File: config.mk
export PLATFORM = sky130hd
export DESIGN_NAME = z85_encoder_top_flat
export DESIGN_NICKNAME = d
export VERILOG_FILES = /design/src/design/z85_pkg.sv /design/src/design/z85_in_if.sv /design/src/design/z85_out_if.sv /design/src/design/z85_front.sv /design/src/design/z85_queue.sv /design/src/design/z85_conv.sv /design/src/design/z85_emit.sv /design/src/design/z85_encoder_top.sv /design/src/flat_wrapper.sv
export SDC_FILE = /design/constraint.sdc
export NUM_CORES = 2
export LEC_CHECK = 0
export ABC_AREA = 0
export BUFFER_PORTS_ARGS = -buffer_cell sky130_fd_sc_hd__buf_4
export CELL_PAD_IN_SITES_DETAIL_PLACEMENT = 1
export CELL_PAD_IN_SITES_GLOBAL_PLACEMENT = 2
export CORE_UTILIZATION = 45
export DETAILED_ROUTE_END_ITERATION = 10
export HOLD_SLACK_MARGIN = 0.06
export PLACE_DENSITY_LB_ADDON = 0.15
export SKIP_LAST_GASP = 1
export SLEW_MARGIN = 5
export SYNTH_ARGS = -nofsm -noshare
export SYNTH_HDL_FRONTEND = slang
export SYNTH_HIERARCHICAL = 1
export SYNTH_SLANG_ARGS = --single-unit
File: constraint.sdc
create_clock -name clk_i -period 8.3 [get_ports clk_i]
set_clock_uncertainty 0.15 [all_clocks]
set_input_delay 0.415 -clock clk_i [delete_from_list [all_inputs] [get_ports clk_i]]
set_output_delay 0.415 -clock clk_i [all_outputs]
set_load 0.01 [all_outputs]
File: src/design/z85_pkg.sv
// ============================================================================
// z85_pkg - shared types and constants of the Z85 stream encoder
// Alphabet table, reciprocal constants for the base-85 split and the records
// passed between the front end, the job queue, the converter and the emitter.
// ============================================================================
`default_nettype none

package z85_pkg;

  // Job queue depth between the byte front end and the converter (>= 2)
  localparam int unsigned QUEUE_DEPTH = 2;

  localparam int unsigned BYTE_W     = 8;
  localparam int unsigned CHAR_W     = 7;
  localparam int unsigned DIGIT_W    = 7;
  localparam int unsigned WORD_W     = 32;
  localparam int unsigned PARTIAL_W  = 24;
  localparam int unsigned GROUP_CHARS = 5;

  // 85^2, the split point of a 32-bit word into a high and a low part
  localparam int unsigned POW85_2 = 7225;
  localparam int unsigned RADIX   = 85;

  // floor(n / 7225) = (n * RECIP_7225) >> 44, exact for n < 2^32
  localparam int unsigned   DIV7225_SHIFT = 44;
  localparam logic [31:0]   RECIP_7225    = 32'd2434904643;
  // high part of a word: floor((2^32 - 1) / 7225) fits in 20 bits
  localparam int unsigned   HI_W          = 20;
  // anything below 7225 fits in 13 bits
  localparam int unsigned   LO_W          = 13;

  // floor(n / 85) = (n * RECIP_85) >> 20, exact for n < 2^13
  localparam int unsigned   DIV85_SHIFT   = 20;
  localparam logic [13:0]   RECIP_85      = 14'd12337;

  typedef logic [DIGIT_W-1:0] z85_digit_t;
  typedef logic [CHAR_W-1:0]  z85_char_t;

  // Z85 alphabet, indexed by base-85 digit
  localparam logic [7:0] Z85_ALPHABET [RADIX] = '{
    "0", "1", "2", "3", "4", "5", "6", "7", "8", "9",
    "a", "b", "c", "d", "e", "f", "g", "h", "i", "j",
    "k", "l", "m", "n", "o", "p", "q", "r", "s", "t",
    "u", "v", "w", "x", "y", "z",
    "A", "B", "C", "D", "E", "F", "G", "H", "I", "J",
    "K", "L", "M", "N", "O", "P", "Q", "R", "S", "T",
    "U", "V", "W", "X", "Y", "Z",
    ".", "-", ":", "+", "=", "^", "!", "/", "*", "?",
    "&", "<", ">", "(", ")", "[", "]", "{", "}", "@",
    "%", "$", "#"
  };

  // Map one base-85 digit to its alphabet character
  function automatic z85_char_t z85_char(input z85_digit_t digit);
    logic [7:0] code;
    code = Z85_ALPHABET[digit];
    return code[CHAR_W-1:0];
  endfunction

  // One unit of work for the converter: a full group or a length error
  typedef struct packed {
    logic [WORD_W-1:0] value;
    logic              frame_end;
    logic              is_error;
  } z85_job_t;

  // Converted group: digit[0] is the most significant base-85 digit
  typedef struct packed {
    logic [GROUP_CHARS-1:0][DIGIT_W-1:0] digit;
    logic                                frame_end;
    logic                                is_error;
  } z85_digits_t;

endpackage

`default_nettype wire

File: src/design/z85_in_if.sv
// ============================================================================
// z85_in_if - byte input channel of the Z85 encoder
// Valid/ready channel carrying one raw byte and its end-of-frame flag.
// ============================================================================
`default_nettype none

interface z85_in_if;
  logic       valid;
  logic       ready;
  logic [7:0] data_byte;
  logic       frame_end;

  modport source (output valid, output data_byte, output frame_end, input ready);
  modport sink   (input valid, input data_byte, input frame_end, output ready);
endinterface

`default_nettype wire

File: src/design/z85_out_if.sv
// ============================================================================
// z85_out_if - character output channel of the Z85 encoder
// Valid/ready channel carrying one alphabet character and its markers.
// ============================================================================
`default_nettype none

interface z85_out_if;
  logic       valid;
  logic       ready;
  logic [6:0] out_char;
  logic       group_last;
  logic       frame_last;
  logic       length_error;

  modport source (output valid, output out_char, output group_last,
                  output frame_last, output length_error, input ready);
  modport sink   (input valid, input out_char, input group_last,
                  input frame_last, input length_error, output ready);
endinterface

`default_nettype wire

File: src/design/z85_front.sv
// ============================================================================
// z85_front - byte collector
// Gathers bytes into groups of four, first byte most significant, and pushes
// a conversion job per full group, or an error job when a frame ends short.
// ============================================================================
`default_nettype none

module z85_front import z85_pkg::*; (
  input  logic      clk_i,
  input  logic      rst_ni,
  z85_in_if.sink    in_i,
  output z85_job_t  job_o,
  output logic      job_push_o,
  input  logic      job_full_i
);

  logic [PARTIAL_W-1:0] partial_q, partial_d;
  logic [1:0]           count_q, count_d;
  logic                 accept;

  // Take a byte whenever the queue has room for the job it may produce
  assign in_i.ready = !job_full_i;
  assign accept     = in_i.valid && in_i.ready;

  // Classify the byte: complete group, short frame, or plain collect
  always_comb begin
    partial_d  = partial_q;
    count_d    = count_q;
    job_push_o = 1'b0;
    job_o      = '{value:     {partial_q, in_i.data_byte},
                   frame_end: in_i.frame_end,
                   is_error:  1'b0};
    if (accept) begin
      if (count_q == 2'd3) begin
        job_push_o = 1'b1;
        count_d    = 2'd0;
      end else if (in_i.frame_end) begin
        job_o.is_error = 1'b1;
        job_push_o     = 1'b1;
        count_d        = 2'd0;
      end else begin
        partial_d = {partial_q[PARTIAL_W-BYTE_W-1:0], in_i.data_byte};
        count_d   = count_q + 2'd1;
      end
    end
  end

  // Hold the byte count
  always_ff @(posedge clk_i or negedge rst_ni) begin
    if (!rst_ni) begin
      count_q <= 2'd0;
    end else begin
      count_q <= count_d;
    end
  end

  // Hold the bytes of the open group
  always_ff @(posedge clk_i) begin
    partial_q <= partial_d;
  end

endmodule

`default_nettype wire

File: src/design/z85_queue.sv
// ============================================================================
// z85_queue - job queue
// Small first-in first-out store of jobs between the collector and the
// converter, so that either side may stall without holding up the other.
// ============================================================================
`default_nettype none

module z85_queue import z85_pkg::*; #(
  parameter int unsigned Depth = QUEUE_DEPTH
) (
  input  logic     clk_i,
  input  logic     rst_ni,
  input  logic     push_i,
  input  z85_job_t job_i,
  output logic     full_o,
  input  logic     pop_i,
  output logic     empty_o,
  output z85_job_t head_o
);

  localparam int unsigned PtrW = $clog2(Depth);
  localparam int unsigned CntW = $clog2(Depth + 1);

  z85_job_t            mem_q [Depth];
  logic [PtrW-1:0]     wr_ptr_q, rd_ptr_q;
  logic [CntW-1:0]     count_q, count_d;

  function automatic logic [PtrW-1:0] next_ptr(input logic [PtrW-1:0] ptr);
    return (ptr == PtrW'(Depth - 1)) ? '0 : ptr + 1'b1;
  endfunction

  assign full_o  = (count_q == CntW'(Depth));
  assign empty_o = (count_q == '0);
  assign head_o  = mem_q[rd_ptr_q];

  // Track fill level
  always_comb begin
    count_d = count_q;
    if (push_i && !pop_i) begin
      count_d = count_q + 1'b1;
    end else if (!push_i && pop_i) begin
      count_d = count_q - 1'b1;
    end
  end

  // Advance pointers and fill level
  always_ff @(posedge clk_i or negedge rst_ni) begin
    if (!rst_ni) begin
      wr_ptr_q <= '0;
      rd_ptr_q <= '0;
      count_q  <= '0;
    end else begin
      count_q <= count_d;
      if (push_i) begin
        wr_ptr_q <= next_ptr(wr_ptr_q);
      end
      if (pop_i) begin
        rd_ptr_q <= next_ptr(rd_ptr_q);
      end
    end
  end

  // Store the incoming job
  always_ff @(posedge clk_i) begin
    if (push_i) begin
      mem_q[wr_ptr_q] <= job_i;
    end
  end

endmodule

`default_nettype wire

File: src/design/z85_conv.sv
// ============================================================================
// z85_conv - base-85 converter
// Splits a 32-bit word into five base-85 digits by reciprocal multiplication:
// first by 85^2 into a high and a low part, then each part by 85^2 and 85.
// One job in flight, steps SPLIT to DIG2, a register after each multiply.
// ============================================================================
`default_nettype none

module z85_conv import z85_pkg::*; (
  input  logic        clk_i,
  input  logic        rst_ni,
  input  z85_job_t    head_i,
  input  logic        empty_i,
  output logic        pop_o,
  output z85_digits_t res_o,
  output logic        res_valid_o,
  input  logic        res_ready_i
);

  typedef enum logic [2:0] {
    S_IDLE,
    S_SPLIT,
    S_MUL2,
    S_DIG1,
    S_MUL3,
    S_DIG2,
    S_ERR
  } state_e;

  state_e              state_q, state_d;
  z85_digits_t         res_q, res_d;
  logic                res_valid_q, res_valid_d;

  // Datapath registers
  logic [WORD_W-1:0]   value_q;
  logic                fend_q;
  logic [2*WORD_W-1:0] prod1_q;
  logic [HI_W-1:0]     hi_q;
  logic [LO_W-1:0]     lo_q;
  logic [HI_W+WORD_W-1:0] prod_hi_q;
  logic [LO_W+13:0]    prod_lo_q;
  logic [LO_W-1:0]     mid_q;
  logic [LO_W+13:0]    prod_mid_q;
  z85_digit_t          d0_q, d3_q, d4_q;

  // Combinational digit extraction
  logic [HI_W-1:0]     split_hi;
  logic [LO_W-1:0]     split_lo;
  z85_digit_t          d0, d3, d4, d1, d2;
  logic [LO_W-1:0]     mid;
  logic                hand_free;
  logic                pop;

  // High part = value / 85^2, low part = value mod 85^2
  assign split_hi = prod1_q[DIV7225_SHIFT +: HI_W];
  assign split_lo = LO_W'(value_q - WORD_W'(split_hi) * WORD_W'(POW85_2));

  // Most significant digit and middle remainder from the high part
  assign d0  = prod_hi_q[DIV7225_SHIFT +: DIGIT_W];
  assign mid = LO_W'(hi_q - HI_W'(d0) * HI_W'(POW85_2));

  // Two low digits from the low part
  assign d3 = prod_lo_q[DIV85_SHIFT +: DIGIT_W];
  assign d4 = DIGIT_W'(lo_q - LO_W'(d3) * LO_W'(RADIX));

  // Two middle digits from the middle remainder
  assign d1 = prod_mid_q[DIV85_SHIFT +: DIGIT_W];
  assign d2 = DIGIT_W'(mid_q - LO_W'(d1) * LO_W'(RADIX));

  assign hand_free = !res_valid_q || res_ready_i;
  assign pop = !empty_i &&
               ((state_q == S_IDLE) || ((state_q == S_DIG2) && hand_free));
  assign pop_o       = pop;
  assign res_o       = res_q;
  assign res_valid_o = res_valid_q;

  // Sequence the conversion steps and the hand-over to the emitter
  always_comb begin
    state_d     = state_q;
    res_d       = res_q;
    res_valid_d = res_valid_q && !res_ready_i;
    unique case (state_q)
      S_IDLE: begin
        if (pop) begin
          state_d = head_i.is_error ? S_ERR : S_SPLIT;
        end
      end
      S_SPLIT: state_d = S_MUL2;
      S_MUL2:  state_d = S_DIG1;
      S_DIG1:  state_d = S_MUL3;
      S_MUL3:  state_d = S_DIG2;
      S_DIG2: begin
        if (hand_free) begin
          res_d.digit[0]  = d0_q;
          res_d.digit[1]  = d1;
          res_d.digit[2]  = d2;
          res_d.digit[3]  = d3_q;
          res_d.digit[4]  = d4_q;
          res_d.frame_end = fend_q;
          res_d.is_error  = 1'b0;
          res_valid_d     = 1'b1;
          if (pop) begin
            state_d = head_i.is_error ? S_ERR : S_SPLIT;
          end else begin
            state_d = S_IDLE;
          end
        end
      end
      S_ERR: begin
        if (hand_free) begin
          res_d.digit     = '0;
          res_d.frame_end = 1'b1;
          res_d.is_error  = 1'b1;
          res_valid_d     = 1'b1;
          state_d         = S_IDLE;
        end
      end
      default: state_d = S_IDLE;
    endcase
  end

  // Hold state and the hand-over register
  always_ff @(posedge clk_i or negedge rst_ni) begin
    if (!rst_ni) begin
      state_q     <= S_IDLE;
      res_q       <= '0;
      res_valid_q <= 1'b0;
    end else begin
      state_q     <= state_d;
      res_q       <= res_d;
      res_valid_q <= res_valid_d;
    end
  end

  // Advance the datapath one step per state
  always_ff @(posedge clk_i) begin
    if (pop) begin
      value_q <= head_i.value;
      fend_q  <= head_i.frame_end;
      prod1_q <= (2*WORD_W)'(head_i.value) * (2*WORD_W)'(RECIP_7225);
    end
    if (state_q == S_SPLIT) begin
      hi_q <= split_hi;
      lo_q <= split_lo;
    end
    if (state_q == S_MUL2) begin
      prod_hi_q <= (HI_W+WORD_W)'(hi_q) * (HI_W+WORD_W)'(RECIP_7225);
      prod_lo_q <= (LO_W+14)'(lo_q) * (LO_W+14)'(RECIP_85);
    end
    if (state_q == S_DIG1) begin
      d0_q  <= d0;
      mid_q <= mid;
      d3_q  <= d3;
      d4_q  <= d4;
    end
    if (state_q == S_MUL3) begin
      prod_mid_q <= (LO_W+14)'(mid_q) * (LO_W+14)'(RECIP_85);
    end
  end

endmodule

`default_nettype wire

File: src/design/z85_emit.sv
// ============================================================================
// z85_emit - character emitter
// Serialises a converted group into five alphabet characters, most
// significant digit first, or one error result, through an output register.
// ============================================================================
`default_nettype none

module z85_emit import z85_pkg::*; (
  input  logic        clk_i,
  input  logic        rst_ni,
  input  z85_digits_t res_i,
  input  logic        res_valid_i,
  output logic        res_ready_o,
  z85_out_if.source   out_o
);

  logic [GROUP_CHARS-1:0][DIGIT_W-1:0] buf_q;
  logic                                fend_q, err_q;
  logic [2:0]                          left_q;

  logic      ovalid_q;
  z85_char_t char_q;
  logic      glast_q, flast_q, lerr_q;

  logic out_free, busy, last, emit, load;

  assign out_free    = !ovalid_q || out_o.ready;
  assign busy        = (left_q != 3'd0);
  assign last        = (left_q == 3'd1);
  assign emit        = busy && out_free;
  assign res_ready_o = !busy || (emit && last);
  assign load        = res_valid_i && res_ready_o;

  assign out_o.valid        = ovalid_q;
  assign out_o.out_char     = char_q;
  assign out_o.group_last   = glast_q;
  assign out_o.frame_last   = flast_q;
  assign out_o.length_error = lerr_q;

  // Count characters left in the group and the output valid flag
  always_ff @(posedge clk_i or negedge rst_ni) begin
    if (!rst_ni) begin
      left_q   <= 3'd0;
      ovalid_q <= 1'b0;
    end else begin
      if (load) begin
        left_q <= res_i.is_error ? 3'd1 : 3'(GROUP_CHARS);
      end else if (emit) begin
        left_q <= left_q - 3'd1;
      end
      if (emit) begin
        ovalid_q <= 1'b1;
      end else if (out_o.ready) begin
        ovalid_q <= 1'b0;
      end
    end
  end

  // Load a group, shift out one digit per transfer slot
  always_ff @(posedge clk_i) begin
    if (load) begin
      buf_q  <= res_i.digit;
      fend_q <= res_i.frame_end;
      err_q  <= res_i.is_error;
    end else if (emit) begin
      buf_q <= buf_q >> DIGIT_W;
    end
    if (emit) begin
      if (err_q) begin
        char_q  <= '0;
        glast_q <= 1'b1;
        flast_q <= 1'b1;
        lerr_q  <= 1'b1;
      end else begin
        char_q  <= z85_char(buf_q[0]);
        glast_q <= last;
        flast_q <= last && fend_q;
        lerr_q  <= 1'b0;
      end
    end
  end

endmodule

`default_nettype wire

File: src/design/z85_encoder_top.sv
// ============================================================================
// z85_encoder_top - streaming Z85 encoder
// Bytes in, Z85 alphabet characters out, four bytes to five characters.
// ============================================================================
// One byte is taken per cycle while the job queue has room. Every fourth
// byte closes a group, first byte most significant, and the group leaves as
// five characters, most significant base-85 digit first, with group_last on
// the fifth and frame_last on it when that byte ends the frame. A frame that
// ends part-way through a group yields one result with out_char 0 and
// group_last, frame_last and length_error set, and the group is dropped.
// The converter takes each group through its steps (a 32x32 reciprocal
// multiply, then narrow multiply steps) and the emitter sends one character
// per cycle while the output is ready, five characters per group. The first
// character of a group follows its last byte through the queue, the converter
// states and the emitter's output register. QueueDepth sets how many finished
// groups may wait for the converter (at least two).
// ============================================================================
`default_nettype none

module z85_encoder_top import z85_pkg::*; #(
  parameter int unsigned QueueDepth = QUEUE_DEPTH
) (
  input  logic      clk_i,
  input  logic      rst_ni,
  z85_in_if.sink    in_i,
  z85_out_if.source out_o
);

  z85_job_t    push_job, head_job;
  logic        push, full, pop, empty;
  z85_digits_t digits;
  logic        digits_valid, digits_ready;

  // Collect bytes into groups
  z85_front u_front (
    .clk_i      (clk_i),
    .rst_ni     (rst_ni),
    .in_i       (in_i),
    .job_o      (push_job),
    .job_push_o (push),
    .job_full_i (full)
  );

  // Decouple collection from conversion
  z85_queue #(
    .Depth (QueueDepth)
  ) u_queue (
    .clk_i   (clk_i),
    .rst_ni  (rst_ni),
    .push_i  (push),
    .job_i   (push_job),
    .full_o  (full),
    .pop_i   (pop),
    .empty_o (empty),
    .head_o  (head_job)
  );

  // Split each word into base-85 digits
  z85_conv u_conv (
    .clk_i       (clk_i),
    .rst_ni      (rst_ni),
    .head_i      (head_job),
    .empty_i     (empty),
    .pop_o       (pop),
    .res_o       (digits),
    .res_valid_o (digits_valid),
    .res_ready_i (digits_ready)
  );

  // Send characters out
  z85_emit u_emit (
    .clk_i       (clk_i),
    .rst_ni      (rst_ni),
    .res_i       (digits),
    .res_valid_i (digits_valid),
    .res_ready_o (digits_ready),
    .out_o       (out_o)
  );

endmodule

`default_nettype wire
File: src/flat_wrapper.sv
// flat-port wrapper written by rule: the top's interface ports become plain ports
module z85_encoder_top_flat import z85_pkg::*;
#(
  parameter int unsigned QueueDepth = QUEUE_DEPTH
)
  (clk_i, rst_ni, in_i_valid, in_i_data_byte, in_i_frame_end, in_i_ready, out_o_valid, out_o_out_char, out_o_group_last, out_o_frame_last, out_o_length_error, out_o_ready);
  z85_in_if in_i_i ();
  z85_out_if out_o_i ();
  input  logic clk_i;
  input  logic rst_ni;
  input wire logic [$bits(in_i_i.valid)-1:0] in_i_valid;
  input wire logic [$bits(in_i_i.data_byte)-1:0] in_i_data_byte;
  input wire logic [$bits(in_i_i.frame_end)-1:0] in_i_frame_end;
  output wire logic [$bits(in_i_i.ready)-1:0] in_i_ready;
  output wire logic [$bits(out_o_i.valid)-1:0] out_o_valid;
  output wire logic [$bits(out_o_i.out_char)-1:0] out_o_out_char;
  output wire logic [$bits(out_o_i.group_last)-1:0] out_o_group_last;
  output wire logic [$bits(out_o_i.frame_last)-1:0] out_o_frame_last;
  output wire logic [$bits(out_o_i.length_error)-1:0] out_o_length_error;
  input wire logic [$bits(out_o_i.ready)-1:0] out_o_ready;
  assign in_i_i.valid = in_i_valid;
  assign in_i_i.data_byte = in_i_data_byte;
  assign in_i_i.frame_end = in_i_frame_end;
  assign in_i_ready = in_i_i.ready;
  assign out_o_valid = out_o_i.valid;
  assign out_o_out_char = out_o_i.out_char;
  assign out_o_group_last = out_o_i.group_last;
  assign out_o_frame_last = out_o_i.frame_last;
  assign out_o_length_error = out_o_i.length_error;
  assign out_o_i.ready = out_o_ready;
  z85_encoder_top #(.QueueDepth(QueueDepth)) u_core (.clk_i(clk_i), .rst_ni(rst_ni), .in_i(in_i_i), .out_o(out_o_i));
endmodule
# After elaboration in Yosys (flattened, before gate mapping)
# Memory sizes are Yosys's and may differ from the RTL's. A register that Yosys moved wholly into a read port is not among the register bits.
# Index checks and enable logic that the tools add are counted.
dict set report word_totals {
  input_bits 13
  ff_bits 365
  output_inout_bits 12
  memories 2
  ram_bits 68
  rom_bits 1024
  word_cells 138
}
dict set report op_classes {
  add_sub_neg 10
  muxes 32
  eq_ne 12
  reduce_logical 33
  bitwise 3
  n_mul 8
}
# memory depth width rd rd_ports_with_merged_regs wr line_no
set memory_table {}
lappend memory_table {{(no name shown)} 128 8 1 1 0 z85_pkg.sv:56} ;# code = Z85_ALPHABET[digit];
lappend memory_table {u_core.u_queue.mem_q 2 34 1 0 1 z85_queue.sv:24} ;# z85_job_t mem_q [Depth];
# cell n
set op_table {}
lappend op_table {{$mux W37} 2}
lappend op_table {{$pmux W37 S2} 1}
lappend op_table {{$mux W35} 2}
lappend op_table {{$mul A32 B32 Y64 const B} 1}
lappend op_table {{$mul A13 B14 Y27 const B} 2}
lappend op_table {{$mul A20 B32 Y51 const B} 1}
lappend op_table {{$sub A13 B13 Y13} 2}
lappend op_table {{$mux W3} 8}
lappend op_table {{$pmux W3 S7} 1}
lappend op_table {{$mul A20 B13 Y13 const B} 1}
lappend op_table {{$mul A7 B7 Y7 const B} 2}
lappend op_table {{$mux W1} 14}
lappend op_table {{$sub A7 B7 Y7} 2}
lappend op_table {{$mul A7 B13 Y13 const B} 1}
lappend op_table {{$logic_and A1 B1 Y1} 10}
lappend op_table {{$eq A3 B3 Y1 const B} 3}
lappend op_table {{$reduce_and A3 Y1} 3}
lappend op_table {{$logic_not A1 Y1} 8}
lappend op_table {{$mux W2} 4}
lappend op_table {{$not A7 Y8} 1}
lappend op_table {{$reduce_bool A2 Y1} 4}
lappend op_table {{$eq A3 B1 Y1 const B} 2}
lappend op_table {{$eq A3 B2 Y1 const B} 2}
lappend op_table {{$add A2 B1 Y2 const B} 2}
lappend op_table {{12 further kinds} 19}

# Logic depth before layout (Yosys ltp)
dict set report logic_depth {
  depth_word 12
  ltp_mapped 30
  mapped_depth_nobuf 27
}

# Cells and area by module
# The synthesis kept the hierarchy.
# module cells_each area_each_um2 seq_area_each_um2 n_inst
set modules_own_cells {}
lappend modules_own_cells {z85_conv 3019 32541.2 4689.5 1}
lappend modules_own_cells {z85_emit 228 2845.2 1511.4 1}
lappend modules_own_cells {z85_queue 122 2791.4 2142.1 1}
lappend modules_own_cells {z85_front 45 934.6 770.7 1}

# Worst setup path after synthesis
# Ideal clock, no wire load.
dict set report synth_path {
  path_type {flip-flop to flip-flop}
  start {register u_core.u_queue.rd_ptr_q}
  end {register u_core.u_conv.prod1_q[57] (data pin)}
  setup_slack_ns 1.292
  t_required_ns 7.890
  setup_time_ns 0.260
  stages_incl_launch_ff 27
  synth_period_minus_slack_ns 7.008
  n_path_buf 3
  arrival_ns 6.598
  cell_sequence {dfrtp_1 > buf_6 > buf_12 > mux2_4 > ha_1 > fa_1 > inv_1 > fa_1 > inv_1 > ha_1 > fa_1 > fa_1 > fa_1 > inv_1 > fa_1 > inv_1 > ha_1 > a211oi_1 > o21ai_0 > o211ai_1 > a21oi_1 > nor3_2 > a211oi_1 > or3_1 > buf_6 > a311oi_2 > xnor2_1}
}
# item line_no
set synth_rtl {}
lappend synth_rtl {{start, declared} z85_queue.sv:25} ;# logic [PtrW-1:0] wr_ptr_q, rd_ptr_q;
lappend synth_rtl {{start signal, assigned} z85_queue.sv:58} ;# rd_ptr_q <= next_ptr(rd_ptr_q);
lappend synth_rtl {{end signal, assigned} z85_conv.sv:140} ;# prod1_q <= (2*WORD_W)'(head_i.value) * (2*WORD_W)'(RECIP_7225);
lappend synth_rtl {{end, declared} z85_conv.sv:37} ;# logic [2*WORD_W-1:0] prod1_q;

==> metrics.md <==
| Metric | Value |
|---|---|
| Ys Warns | 6 |
| CP max stage delay | 0.59 ns |
| Placer Congestion | 0.8981 |
| Total GRT Usage | 23.96% |
| Fin util | 49.18% |
| # diodes | 0 |
| Multi-input logic area | 26500 µm² |
| Crit. End Element | flop |
| Via count | 24268 |
| Total wire length | 101600 µm |
| TritonCTS clock tree | done |
| Fraction of registers with async set/reset | 16.35% |
| Syn Inst Count | 3414 |
| Placed wire-length estimate | 87550 µm |
| CTS buffer count | 36 |
| Top_reg_cell synth | edfxtp_1 |
| Hold path depth | 3 |
| Post-synth EDFFs | 261 |
| Stages on worst setup path | 25 |
| Synth area leader | ha_1 |
| Share of layout cells above drive strength 1 | 6.273% |
| Avg Vias per Cell | 5.218 |
| Tightest Hold Check Type | in2reg |
| Buffers and inverters on the worst path | 6 |
| Root buf cell | clkbuf_16 |
| Slew HR | 26.85% |
| Clk sink count | 312 |
| Routed len/inst | 21.85 µm |
| Arrival time at the worst endpoint | 8.14 ns |
| CTS H-tree lvls | 2 |
| Post-synthesis sequential area ratio | 23.30% |
| Setup violators final | 0 |
| Core Box Area | 85680 µm² |
| Die Y | 296.8 µm |
| Setup CP Type | reg2reg |
| Worst reg2reg path depth | 25 |
| Initial antenna violation count | 0 |
| CP Data Required Time | 8.44 ns |
| Syn avg cell area | 11.46 µm² |
| CP startpoint kind | flop |
| Slew @ Worst Pin | 1.095 ns |
| Filler cell count | 9079 |
| P&R area growth vs syn | 7.732% |
| Cell Area, Synth | 39110 µm² |
| #FFs+latches synth | 312 |
| Congestion Overflow GR | 0 |
| Hold Vio Cnt, Final | 0 |
| Clk buf depth | 3 |
| Max FO, Critical Path | 12 |
| Detail Route Antenna Nets | 0 |
| Iteration-0 DRC Markers | 1070 |
| Most common cell after layout, fill and taps aside | ha_1 |
| # Max-Cap Violations | 0 |
| Slowest CP cell | fa_1 |
| PortBufs | 24 |
| Unrepaired setup endpoints after global routing | true |
| Initial core utilization | 45.65% |
| Fin crit period | 8.003 ns |
| First-pass GRT wire length | 161600 µm |
| Clock transition at path regs | 0.07 ns |
| Synth Net Count | 4778 |
| DRT Pass-1 Iters | 5 |
| Largest cells by area after synthesis | ha_1 28%, fa_1 25%, edfxtp_1 20% |
| Ports | 25 |
| Top cell type's share of synthesized area | 27.83% |
| Top cell by count, worst path | fa_1 |
| # rows | 107 |
| Vias in the first global route | 27871 |
| Crit share post-route | 96.43% |
| Top delay family on crit path | adder cells |
| Largest net degree at the start of global routing | 52 |
| Distinct cell type count of the synthesized netlist | 89 |
| Final #Nets | 4846 |
| Die ar. | 88100 µm² |
| Die W | 296.8 µm |
| Fmax | 124.9 MHz |
| Clock latency on the worst-skew pair | 0.56 ns |
| Most frequent cells in the layout | 870 x ha_1, 865 x inv_1, 481 x fa_1 |
| Register area | 9117 µm² |
| Remaining DRCs | 0 |
| Slew Viols, Final | 0 |
| Status | finished, final reports clean |
registers in the layout, indices dropped and copies added (netlist names), 13 cells and up:
name and count:
u_core/u_conv/res_o 37, u_core/u_conv/mid_q 13, u_core/u_front/partial_q 24, u_core/u_conv/value_q 13, u_core/u_queue/mem_q 68, u_core/u_conv/prod1_q 20
u_core/u_conv/lo_q 13, u_core/u_emit/buf_q 35, u_core/u_conv/hi_q 20
per-stage QoR:
| stage | hold slack, ns | worst slack (ns) | TNS, ns | instances | area [µm²] |
|---|---|---|---|---|---|
| 2_1_floorplan | -0.03059 | 1.292 | 0 | 3414 | 39110 |
| 4_1_cts | 0.08483 | 0.06173 | 0 | 4643 | 42040 |
| 3_5_place_dp | 0.2566 | -0.1078 | -0.3214 | 4570 | 40700 |
| 5_1_grt | 0.1018 | -0.09343 | -0.09343 | 4651 | 42140 |
| 3_3_place_gp | 0.2530 | 0.1010 | 0 | 4570 | 40700 |
| 6_report | 0.1203 | 0.2965 | 0 | 4651 | 42140 |
worst min-delay path, stage by stage:
cell	delay [ns]
buf_4	0.14
nand2b_4	0.09
a22o_1	0.14
cell usage after synthesis (all sizes together), types with 3 or more instances:
| library cell | n |
|---|---|
| and3 | 9 |
| o22ai | 4 |
| o41ai | 3 |
| inv | 865 |
| a21boi | 4 |
| a21oi | 98 |
| a22o | 29 |
| o21ai | 63 |
| edfxtp | 261 |
| dfrtp | 51 |
| nand2 | 63 |
| o31ai | 4 |
| nor2b | 22 |
| a221o | 3 |
| o21bai | 12 |
| ha | 870 |
| and2 | 11 |
| or3 | 4 |
| a211o | 3 |
| nor4 | 5 |
| a211oi | 18 |
| o211ai | 7 |
| nor3b | 10 |
| xnor2 | 96 |
| a41oi | 3 |
| nand2b | 13 |
| nand3 | 25 |
| mux2 | 64 |
| a21o | 44 |
| xor2 | 31 |
| nand4 | 18 |
| buf | 29 |
| nor3 | 26 |
| a221oi | 3 |
| a311oi | 7 |
| a2111oi | 3 |
| clkbuf | 15 |
| a31oi | 9 |
| o21a | 14 |
| fa | 481 |
| mux2i | 4 |
| or2 | 7 |
| nor2 | 65 |
| and4 | 3 |
metal layers:
metal / wire [µm] / track usage, % / up-vias
met4: 2392 / 5.786 / 0
met3: 3364 / 2.772 / 117
li1: - / - / 11387
met1: 45590 / 32.00 / 12448
met5: 0 / 0 / -
met2: 50270 / 41.34 / 316
timing repair:
action / 4_1_cts / 5_1_grt
endpoints found under the hold margin: 77 / 0
hold buffers: 10 / 0
resized for setup: 2 / 4
gates cloned: 0 / 0
endpoints found under the setup margin: 6 / 12
setup buffers: 0 / 8
layout make-up:
type / instances / area share (%)
multi-input cells: 2193 / 62.89
flip-flops and latches: 312 / 21.64
inverters: 865 / 7.706
well taps: 1144 / 3.397
clock buffers: 42 / 2.239
repair buffers: 74 / 1.437
clock inverters: 21 / 0.6948
path summary, 6_finish.rpt:
path | start | end | slack, ns
setup reg to reg | u_core/u_queue/rd_ptr_q | u_core/u_conv/prod1_q[52] | 0.30
setup / recovery | u_core/u_queue/rd_ptr_q | u_core/u_conv/prod1_q[52] | 0.30
max in group asynchronous | rst_ni | u_core/u_queue/rd_ptr_q | 7.10
hold / removal | in_i_valid | u_core/u_front/count_q[1] | 0.12
hold reg to reg | u_core/u_conv/prod1_q[61] | u_core/u_conv/hi_q[17] | 0.27
min in group asynchronous | rst_ni | u_core/u_conv/res_o[22] | 0.34
kinds of logic (layout without fill, tap and decap cells):
group,Yosys count,after routing,synth area share [%]
AND/OR/NAND/NOR,291,291,3.906
multiplexers,68,68,2.233
XOR/XNOR,127,127,2.844
adder cells (fa/ha/maj),1351,1351,52.45
flip-flops,312,312,23.30
AO/OA/AOI/OAI,356,356,6.145
buffers and inverters,909,1002,9.120
Power is left out: the tool's default activity adds up to more than one toggle a clock period on the data nets, which glitch-free logic cannot reach.
